<file path="src/hdl/hpid_pkg.sv">
// shared constants, types and the arctangent table of the heading pid steering block
package hpid_pkg;

  localparam int CORDIC_STEPS = 16;
  localparam int CNT_W        = 5;

  localparam int PI_Q13       = 25736;
  localparam int TWO_PI_Q13   = 51472;
  localparam int HALF_PI_Q16  = 102944;

  localparam int POS_W  = 32;
  localparam int DIFF_W = 33;
  localparam int CRD_W  = 36;
  localparam int ANG_W  = 20;
  localparam int HEAD_W = 18;
  localparam int STEER_W = 16;

  localparam int PROP_GAIN_RST  = 256;
  localparam int INT_GAIN_RST   = 0;
  localparam int DERIV_GAIN_RST = 0;
  localparam int MAX_TURN_RST   = 8579;

  typedef enum logic [1:0] {
    REG_PROP_GAIN  = 2'd0,
    REG_INT_GAIN   = 2'd1,
    REG_DERIV_GAIN = 2'd2,
    REG_MAX_TURN   = 2'd3
  } reg_idx_e;

  // atan(2^-i) in Q16 radians
  function automatic logic [ANG_W-1:0] atan_q16(input logic [CNT_W-1:0] idx);
    logic [ANG_W-1:0] v;
    unique case (idx)
      5'd0:    v = 20'd51472;
      5'd1:    v = 20'd30386;
      5'd2:    v = 20'd16055;
      5'd3:    v = 20'd8150;
      5'd4:    v = 20'd4091;
      5'd5:    v = 20'd2047;
      5'd6:    v = 20'd1024;
      5'd7:    v = 20'd512;
      5'd8:    v = 20'd256;
      5'd9:    v = 20'd128;
      5'd10:   v = 20'd64;
      5'd11:   v = 20'd32;
      5'd12:   v = 20'd16;
      5'd13:   v = 20'd8;
      5'd14:   v = 20'd4;
      5'd15:   v = 20'd2;
      5'd16:   v = 20'd1;
      default: v = 20'd0;
    endcase
    return v;
  endfunction

endpackage

</file>
<file path="src/hdl/heading_pid_steering.sv">
// heading pid steering controller top level
//
//  channel  direction  signals
//  input    in         in_valid_i, in_stall_o, op_i, car_x_i, car_y_i, car_heading_i,
//                      goal_x_i, goal_y_i
//  output   out        out_valid_o, out_stall_i, steer_o
//  config   in         cfg_we_i, cfg_idx_i, cfg_data_i
//
//  a control request is taken in the idle state, then passes through the cordic unit
//  for the bearing, a step for the heading error, the shared multiplier and a step
//  to round and clamp; a clear request zeroes the integral and gives no result
//  reset restores the register defaults and clears error, integral and sign flag
//  a finished result waits in the output register while out_stall_i is high
module heading_pid_steering (
  input  logic                                  clk_i,
  input  logic                                  rst_ni,
  input  logic                                  in_valid_i,
  output logic                                  in_stall_o,
  input  logic                                  op_i,
  input  logic signed [hpid_pkg::POS_W-1:0]     car_x_i,
  input  logic signed [hpid_pkg::POS_W-1:0]     car_y_i,
  input  logic signed [hpid_pkg::HEAD_W-1:0]    car_heading_i,
  input  logic signed [hpid_pkg::POS_W-1:0]     goal_x_i,
  input  logic signed [hpid_pkg::POS_W-1:0]     goal_y_i,
  output logic                                  out_valid_o,
  input  logic                                  out_stall_i,
  output logic signed [hpid_pkg::STEER_W-1:0]   steer_o,
  input  logic                                  cfg_we_i,
  input  logic [1:0]                            cfg_idx_i,
  input  logic [15:0]                           cfg_data_i
);

  typedef enum logic [4:0] {
    ST_IDLE = 5'b00001,
    ST_BEAR = 5'b00010,
    ST_ERR  = 5'b00100,
    ST_MUL  = 5'b01000,
    ST_OUT  = 5'b10000
  } state_e;

  state_e state_q, state_d;

  logic signed [15:0] prop_gain_q, int_gain_q, deriv_gain_q;
  logic [14:0]        max_turn_q;

  logic signed [15:0] prev_err_q, prev_err_d;
  logic signed [31:0] err_sum_q, err_sum_d;
  logic               was_neg_q, was_neg_d;
  logic [1:0]         cnt_q, cnt_d;
  logic               out_valid_q, out_valid_d;
  logic signed [15:0] steer_q, steer_d;

  logic signed [18:0] th_q, th_d;
  logic signed [15:0] e_q, e_d;
  logic signed [48:0] prod_q, prod_d;
  logic signed [49:0] acc_q, acc_d;

  logic signed [18:0] th_in, th_a;
  logic signed [hpid_pkg::DIFF_W-1:0] dx, dy;
  logic               accept, crd_done;
  logic signed [15:0] dir;
  logic signed [20:0] e_raw, e_adj;
  logic signed [15:0] mul_a;
  logic signed [32:0] mul_b;
  logic signed [50:0] neg_acc, lim, acc_c;
  logic signed [42:0] rnd;
  logic signed [32:0] sum_ext;

  assign accept     = in_valid_i && !in_stall_o;
  assign in_stall_o = (state_q != ST_IDLE);

  assign dx = hpid_pkg::DIFF_W'(goal_x_i) - hpid_pkg::DIFF_W'(car_x_i);
  assign dy = hpid_pkg::DIFF_W'(goal_y_i) - hpid_pkg::DIFF_W'(car_y_i);

  hpid_cordic u_cordic (
    .clk_i   (clk_i),
    .rst_ni  (rst_ni),
    .start_i (accept && !op_i),
    .dx_i    (dx),
    .dy_i    (dy),
    .done_o  (crd_done),
    .angle_o (dir)
  );

  // heading wrapped once into [-pi, pi]
  always_comb begin
    th_in = 19'(car_heading_i);
    th_a  = th_in;
    if (th_in < -hpid_pkg::PI_Q13) th_a = th_in + 19'(hpid_pkg::TWO_PI_Q13);
    if (th_a > hpid_pkg::PI_Q13)   th_a = th_a - 19'(hpid_pkg::TWO_PI_Q13);
  end

  // heading error, unwrapped when heading and bearing sit on opposite sides
  always_comb begin
    e_raw = 21'(th_q) - 21'(dir);
    e_adj = e_raw;
    if ((e_raw > hpid_pkg::PI_Q13 || e_raw < -hpid_pkg::PI_Q13) &&
        ((th_q > 0 && dir < 0) || (th_q < 0 && dir > 0))) begin
      if (th_q > 0) e_adj = e_raw - 21'(hpid_pkg::TWO_PI_Q13);
      else          e_adj = e_raw + 21'(hpid_pkg::TWO_PI_Q13);
    end
  end

  // shared multiplier operands
  always_comb begin
    unique case (cnt_q)
      2'd0: begin
        mul_a = prop_gain_q;
        mul_b = 33'(e_q);
      end
      2'd1: begin
        mul_a = int_gain_q;
        mul_b = 33'(err_sum_q);
      end
      default: begin
        mul_a = deriv_gain_q;
        mul_b = 33'(e_q) - 33'(prev_err_q);
      end
    endcase
  end

  // negate, clamp and round the pid sum
  always_comb begin
    neg_acc = -51'(acc_q);
    lim     = $signed({28'd0, max_turn_q, 8'd0});
    if (neg_acc > lim)       acc_c = lim;
    else if (neg_acc < -lim) acc_c = -lim;
    else                     acc_c = neg_acc;
    rnd = 43'((acc_c + 51'sd128) >>> 8);
    if (rnd > $signed({28'd0, max_turn_q}))       steer_d = 16'(max_turn_q);
    else if (rnd < -$signed({28'd0, max_turn_q})) steer_d = -16'(max_turn_q);
    else                                          steer_d = rnd[15:0];
  end

  assign sum_ext = 33'(err_sum_q) + 33'(e_q);

  always_comb begin
    state_d     = state_q;
    prev_err_d  = prev_err_q;
    err_sum_d   = err_sum_q;
    was_neg_d   = was_neg_q;
    cnt_d       = cnt_q;
    out_valid_d = out_valid_q;
    th_d        = th_q;
    e_d         = e_q;
    prod_d      = prod_q;
    acc_d       = acc_q;
    if (out_valid_q && !out_stall_i) out_valid_d = 1'b0;
    unique case (state_q)
      ST_IDLE: begin
        if (accept) begin
          if (op_i) begin
            err_sum_d = '0;
          end else begin
            th_d    = th_a;
            state_d = ST_BEAR;
          end
        end
      end
      ST_BEAR: begin
        if (crd_done) state_d = ST_ERR;
      end
      ST_ERR: begin
        if (e_adj > 32767)       e_d = 16'sh7FFF;
        else if (e_adj < -32768) e_d = 16'sh8000;
        else                     e_d = e_adj[15:0];
        // sign change clears the integral
        if ((e_d > 0 && was_neg_q) || (e_d < 0 && !was_neg_q)) begin
          err_sum_d = '0;
          was_neg_d = !was_neg_q;
        end
        acc_d   = '0;
        cnt_d   = '0;
        state_d = ST_MUL;
      end
      ST_MUL: begin
        prod_d = mul_a * mul_b;
        if (cnt_q != 2'd0) acc_d = acc_q + 50'(prod_q);
        cnt_d = cnt_q + 1'b1;
        if (cnt_q == 2'd3) state_d = ST_OUT;
      end
      ST_OUT: begin
        if (!out_valid_q || !out_stall_i) begin
          out_valid_d = 1'b1;
          prev_err_d  = e_q;
          if (sum_ext > 33'sh0_7FFF_FFFF)       err_sum_d = 32'sh7FFF_FFFF;
          else if (sum_ext < -33'sh0_8000_0000) err_sum_d = 32'sh8000_0000;
          else                                  err_sum_d = sum_ext[31:0];
          state_d = ST_IDLE;
        end
      end
      default: state_d = ST_IDLE;
    endcase
  end

  always_ff @(posedge clk_i or negedge rst_ni) begin
    if (!rst_ni) begin
      state_q      <= ST_IDLE;
      prev_err_q   <= '0;
      err_sum_q    <= '0;
      was_neg_q    <= 1'b0;
      cnt_q        <= '0;
      out_valid_q  <= 1'b0;
      prop_gain_q  <= 16'(hpid_pkg::PROP_GAIN_RST);
      int_gain_q   <= 16'(hpid_pkg::INT_GAIN_RST);
      deriv_gain_q <= 16'(hpid_pkg::DERIV_GAIN_RST);
      max_turn_q   <= 15'(hpid_pkg::MAX_TURN_RST);
    end else begin
      state_q     <= state_d;
      prev_err_q  <= prev_err_d;
      err_sum_q   <= err_sum_d;
      was_neg_q   <= was_neg_d;
      cnt_q       <= cnt_d;
      out_valid_q <= out_valid_d;
      if (cfg_we_i) begin
        unique case (hpid_pkg::reg_idx_e'(cfg_idx_i))
          hpid_pkg::REG_PROP_GAIN:  prop_gain_q  <= cfg_data_i;
          hpid_pkg::REG_INT_GAIN:   int_gain_q   <= cfg_data_i;
          hpid_pkg::REG_DERIV_GAIN: deriv_gain_q <= cfg_data_i;
          hpid_pkg::REG_MAX_TURN:   max_turn_q   <= cfg_data_i[14:0];
          default: ;
        endcase
      end
    end
  end

  always_ff @(posedge clk_i) begin
    th_q   <= th_d;
    e_q    <= e_d;
    prod_q <= prod_d;
    acc_q  <= acc_d;
    if (state_q == ST_OUT && (!out_valid_q || !out_stall_i)) steer_q <= steer_d;
  end

  assign out_valid_o = out_valid_q;
  assign steer_o     = steer_q;

endmodule

</file>
<file path="src/hdl/hpid_cordic.sv">
// iterative cordic vectoring unit giving atan2 of a position difference in q3.13 radians
module hpid_cordic (
  input  logic                                 clk_i,
  input  logic                                 rst_ni,
  input  logic                                 start_i,
  input  logic signed [hpid_pkg::DIFF_W-1:0]   dx_i,
  input  logic signed [hpid_pkg::DIFF_W-1:0]   dy_i,
  output logic                                 done_o,
  output logic signed [hpid_pkg::STEER_W-1:0]  angle_o
);

  typedef enum logic [1:0] {
    CS_IDLE = 2'b01,
    CS_RUN  = 2'b10
  } crd_state_e;

  crd_state_e state_q, state_d;
  logic [hpid_pkg::CNT_W-1:0] cnt_q, cnt_d;
  logic done_q, done_d;
  logic zero_q, zero_d;
  logic signed [hpid_pkg::CRD_W-1:0] x_q, x_d, y_q, y_d;
  logic signed [hpid_pkg::ANG_W-1:0] z_q, z_d;

  logic signed [hpid_pkg::CRD_W-1:0] dx_ext, dy_ext, xs, ys;
  logic signed [hpid_pkg::ANG_W-1:0] at;
  logic signed [hpid_pkg::ANG_W-1:0] z_rnd;

  assign dx_ext = hpid_pkg::CRD_W'(dx_i);
  assign dy_ext = hpid_pkg::CRD_W'(dy_i);
  assign xs     = x_q >>> cnt_q;
  assign ys     = y_q >>> cnt_q;
  assign at     = $signed(hpid_pkg::atan_q16(cnt_q));

  always_comb begin
    state_d = state_q;
    cnt_d   = cnt_q;
    done_d  = 1'b0;
    zero_d  = zero_q;
    x_d     = x_q;
    y_d     = y_q;
    z_d     = z_q;
    unique case (state_q)
      CS_IDLE: begin
        if (start_i) begin
          zero_d  = (dx_i == '0) && (dy_i == '0);
          cnt_d   = '0;
          state_d = CS_RUN;
          // quadrant pre-rotation into the right half plane
          if (dx_i < 0) begin
            if (dy_i >= 0) begin
              x_d = dy_ext;
              y_d = -dx_ext;
              z_d = hpid_pkg::ANG_W'(hpid_pkg::HALF_PI_Q16);
            end else begin
              x_d = -dy_ext;
              y_d = dx_ext;
              z_d = -hpid_pkg::ANG_W'(hpid_pkg::HALF_PI_Q16);
            end
          end else begin
            x_d = dx_ext;
            y_d = dy_ext;
            z_d = '0;
          end
        end
      end
      CS_RUN: begin
        if (y_q > 0) begin
          x_d = x_q + ys;
          y_d = y_q - xs;
          z_d = z_q + at;
        end else begin
          x_d = x_q - ys;
          y_d = y_q + xs;
          z_d = z_q - at;
        end
        cnt_d = cnt_q + 1'b1;
        if (cnt_q == hpid_pkg::CNT_W'(hpid_pkg::CORDIC_STEPS - 1)) begin
          done_d  = 1'b1;
          state_d = CS_IDLE;
        end
      end
      default: state_d = CS_IDLE;
    endcase
  end

  always_ff @(posedge clk_i or negedge rst_ni) begin
    if (!rst_ni) begin
      state_q <= CS_IDLE;
      cnt_q   <= '0;
      done_q  <= 1'b0;
      zero_q  <= 1'b0;
    end else begin
      state_q <= state_d;
      cnt_q   <= cnt_d;
      done_q  <= done_d;
      zero_q  <= zero_d;
    end
  end

  always_ff @(posedge clk_i) begin
    x_q <= x_d;
    y_q <= y_d;
    z_q <= z_d;
  end

  // round half up to q3.13 and clamp to +-pi
  assign z_rnd = (z_q + hpid_pkg::ANG_W'(4)) >>> 3;

  always_comb begin
    if (zero_q) begin
      angle_o = '0;
    end else if (z_rnd > hpid_pkg::PI_Q13) begin
      angle_o = hpid_pkg::STEER_W'(hpid_pkg::PI_Q13);
    end else if (z_rnd < -hpid_pkg::PI_Q13) begin
      angle_o = -hpid_pkg::STEER_W'(hpid_pkg::PI_Q13);
    end else begin
      angle_o = z_rnd[hpid_pkg::STEER_W-1:0];
    end
  end

  assign done_o = done_q;

endmodule
</file>
<file path="config.mk">
export PLATFORM = sky130hd
export DESIGN_NAME = heading_pid_steering
export DESIGN_NICKNAME = d
export VERILOG_FILES = /design/src/hdl/hpid_pkg.sv /design/src/hdl/heading_pid_steering.sv /design/src/hdl/hpid_cordic.sv
export SDC_FILE = /design/constraint.sdc
export NUM_CORES = 2
export LEC_CHECK = 0
export BUFFER_PORTS_ARGS = -buffer_cell sky130_fd_sc_hd__buf_4
export CAP_MARGIN = 20
export CORE_MARGIN = 2
export CORE_UTILIZATION = 50
export CTS_BUF_LIST = sky130_fd_sc_hd__clkbuf_2 sky130_fd_sc_hd__clkbuf_4 sky130_fd_sc_hd__clkbuf_8
export DETAILED_ROUTE_END_ITERATION = 8
export PLACE_DENSITY = 0.74
export SYNTH_ARGS = -nofsm -noshare
export SYNTH_HDL_FRONTEND = slang
export SYNTH_HIERARCHICAL = 1
export SYNTH_SLANG_ARGS = --single-unit
</file>
<file path="constraint.sdc">
create_clock -name clk_i -period 15.7 [get_ports clk_i]
set_input_delay 2.355 -clock clk_i [delete_from_list [all_inputs] [get_ports clk_i]]
set_output_delay 2.355 -clock clk_i [all_outputs]
set_load 0.01 [all_outputs]
</file>
==> impl_results.md <==
- Main combinational cell family by area after synthesis: adder cells
- Chip height: around 360 um
- Post-CTS sizing: 0
- Most common cell on crit path: fa_1
- YS warnings: 6
- Critical path type: reg2reg
- Final GP Congestion: roughly 1.0
- Footprint of the multi-input gates: 48400 um^2
- Hold_ws: just over 0.5 ns
- Min cycle time layout: ~12 ns
- Pre-antenna DRT Iters: 9
- Post-synth EDFFs: ~240
- Fill count: 11562
- Postcts setup bufs: 0
- Synth Instances: about 7500
- Leading cell types by count after synthesis: inv_1, a21oi_1, nor2_1
- DIE AREA: 129000 um^2
- Core Box Area: ~130000 um^2
- Final hold violation count: 0
- Main synth FF type: edfxtp_1
- CTS Hold Bufs: 0
- Post-Synth Adder-Cell Area: 0.266
- Initial Util: 0.504
- Sequential-to-total area share from yosys stat: 0.166
- Worst min path class: reg2reg
- Final #Nets: approximately 8800
- Row cnt: 130
- Initial antenna violation count: 3
- Boundary Pins: ~190
- Synth area leaders: fa_1, edfxtp_1, ha_1
- Clk pin slew, worst setup/hold paths: 0.06 ns
- Max-cap viol count: 0
- Routed Antenna Nets: 0
- Clk_skew: about 0.064 ns
- Max-slew violations: 0
- Cts bufs inserted: 73
- Bufs on Longest Clock Path: 3
- RSZ-0062 raised after global routing: false
- Critical Path Sink Type: register
- Synth Area in XOR/XNOR: 0.0691
- Status: complete, no violations
- Post-synth design cell area: roughly 63000 um^2
- CP max stage delay: approximately 0.8 ns
- Post-DP Area: about 66000 um^2
- Setup Viol. Count Final: 0
- Arr. time, crit path: 12.38 ns
- Initial DRC count: ~5600
- Library cells used by synthesis: between 90 and 100
- Skew-Pair Late Insertion Delay: about 0.81 ns
- First-pass GRT wire length: between 300000 and 400000 um
- Area added between synthesis and finish: 7.28%
- Tot GR Track Use: 0.301
- DR WL/cell: approximately 21 um
- Required time worst endpoint: 16.22 ns
- CTS tree: done
- Synth top area share: 0.159
- Post-DP HPWL: 154000 um
- Syn nets: slightly below 9000
- Share of layout cells above drive strength 1: 0.0928
- Die width: 360 um
- CTS root buffer: clkbuf_8
- Most numerous cell in the Yosys netlist: inv_1
- CP max-delay cell: buf_4
- Post-synth ARST share: 0.348
- Syn avg cell area: approximately 8.4 um^2
- Fin crit share: 0.755
- Via/cell ratio: approximately 6.2
- Clk sinks: ~370
- Via count: just under 60000
- Largest net degree at the start of global routing: 114
- Achievable Freq: about 84 MHz
- Multiplexer area fraction after synthesis: 0.0641
- Design area: 67900 um^2
- Pin slew with the least headroom to its limit: ~1.2 ns
- Final wirelength: 198000 um
- Port bufs: ~190
- DRC errors left: 0
- Vias in the first global route: ~57000
- Synth area leader: fa_1
- Post-synthesis compound-gate area fraction: 0.206
- Synth Area in Simple Gates: 0.157
- Worst-path maximum fanout: 96
- Setup TNS: 0 ns
- Overflow after GRT: 0
- Startpoint types: register
- Worst rel slew slack: 0.183
- H-tree Lvls: 3
- FF/Latch Area: approximately 11000 um^2
- Yosys reg bits: ~370
-- through the flow --
stage               utilization  setup slack (ns)  cells
finish                    0.540              3.84   9250
global route              0.540              3.05   9250
CTS                       0.540              4.01   9245
detailed placement        0.527              4.07   9113
global placement          0.527              4.33   9112
floorplan                     -              5.48   7525
-- final cells by class --
| cell class | count | share of cell area |
|---|---|---|
| Clock inverter | 31 | 0.00468 |
| Clock buffer | 101 | 0.0187 |
| Antenna cell | 3 | 0.000111 |
| Tap cell | 1650 | 0.0304 |
| Sequential cell | 371 | 0.155 |
| Inverter | 856 | 0.0473 |
| Multi-Input combinational cell | 5965 | 0.713 |
| Timing Repair Buffer | 273 | 0.0310 |
-- placed cells by master (no fill, tap or decap), drive strengths merged, types with 67 or more instances in the layout --
cell    count
mux2       98
mux2i     117
buf       273
and2       76
o21ai     532
ha        539
o21a       82
nor3      191
a21oi     566
xor2      185
inv       854
a31oi      67
xnor2     313
clkbuf    101
nor2      566
fa        502
nand2     564
mux4       79
o211ai    103
nand2b     68
edfxtp    242
a21o      171
a211oi     67
nand3     150
dfrtp     121
-- worst paths after layout --
kind / start / end / slack (ns) / depth (start not counted)
worst max-delay path: e_q[0]$_DFFE_PP_ / prod_q[45]$_DFFE_PP_ / 3.84 / 42
worst min-delay path: deriv_gain_q[6]$_DFFE_PN0P_ / deriv_gain_q[6]$_DFFE_PN0P_ / 0.51 / 1
worst max register to register: e_q[0]$_DFFE_PP_ / prod_q[45]$_DFFE_PP_ / 3.84 / 42
worst min register to register: deriv_gain_q[6]$_DFFE_PN0P_ / deriv_gain_q[6]$_DFFE_PN0P_ / 0.51 / 1
max in group asynchronous: rst_ni / max_turn_q[3]$_DFFE_PN0P_ / 12.77 / 2
min in group asynchronous: rst_ni / u_cordic/cnt_q[1]$_DFFE_PN0P_ / 1.61 / 1
-- kinds of logic after synthesis --
logic type                 after synthesis
xor gates and xnor gates               498
AOI/OAI and AO/OA                     2059
adders and majority gates             1042
buffers and inverters                 1189
and+or+nand+nor                       2072
DFF                                    371
muxes                                  294
-- layer usage --
metal / global-route usage / up-vias / routed length [um] / part of all wire
met5: 0 / - / 0 / 0
met4: 0.146 / 0 / 10300 / 0.052
met3: 0.0492 / 522 / 15600 / 0.079
met2: 0.490 / 2479 / 91000 / 0.46
met1: 0.390 / 28177 / 80900 / 0.41
li1: - / 26617 / - / -
-- registers in the layout, summed over array words and instances, names as in the netlist, 2 cells and up --
| name | cells |
|---|---|
| prop_gain_q | 16 |
| cnt_q | 2 |
| u_cordic/state_q | 2 |
| u_cordic/z_q | 20 |
| prev_err_q | 16 |
| int_gain_q | 16 |
| e_q | 16 |
| u_cordic/y_q | 36 |
| u_cordic/x_q | 36 |
| err_sum_q | 32 |
| max_turn_q | 15 |
| acc_q | 50 |
| steer_o | 16 |
| state_q | 5 |
| deriv_gain_q | 16 |
| prod_q | 49 |
| th_q | 19 |
| u_cordic/cnt_q | 5 |
-- worst max-delay path: cells and delay by family, from the launching register on --
family                     cells  cell delay (ns)
and+or+nand+nor                2             0.20
DFF                            1             0.41
adders and majority gates      9             4.14
buffers and inverters          7             1.50
AOI/OAI and AO/OA             23             5.20
xor gates and xnor gates       1             0.11
Power is left out: the tool's default activity adds up to more than one toggle a clock period on the data nets, which glitch-free logic cannot reach.
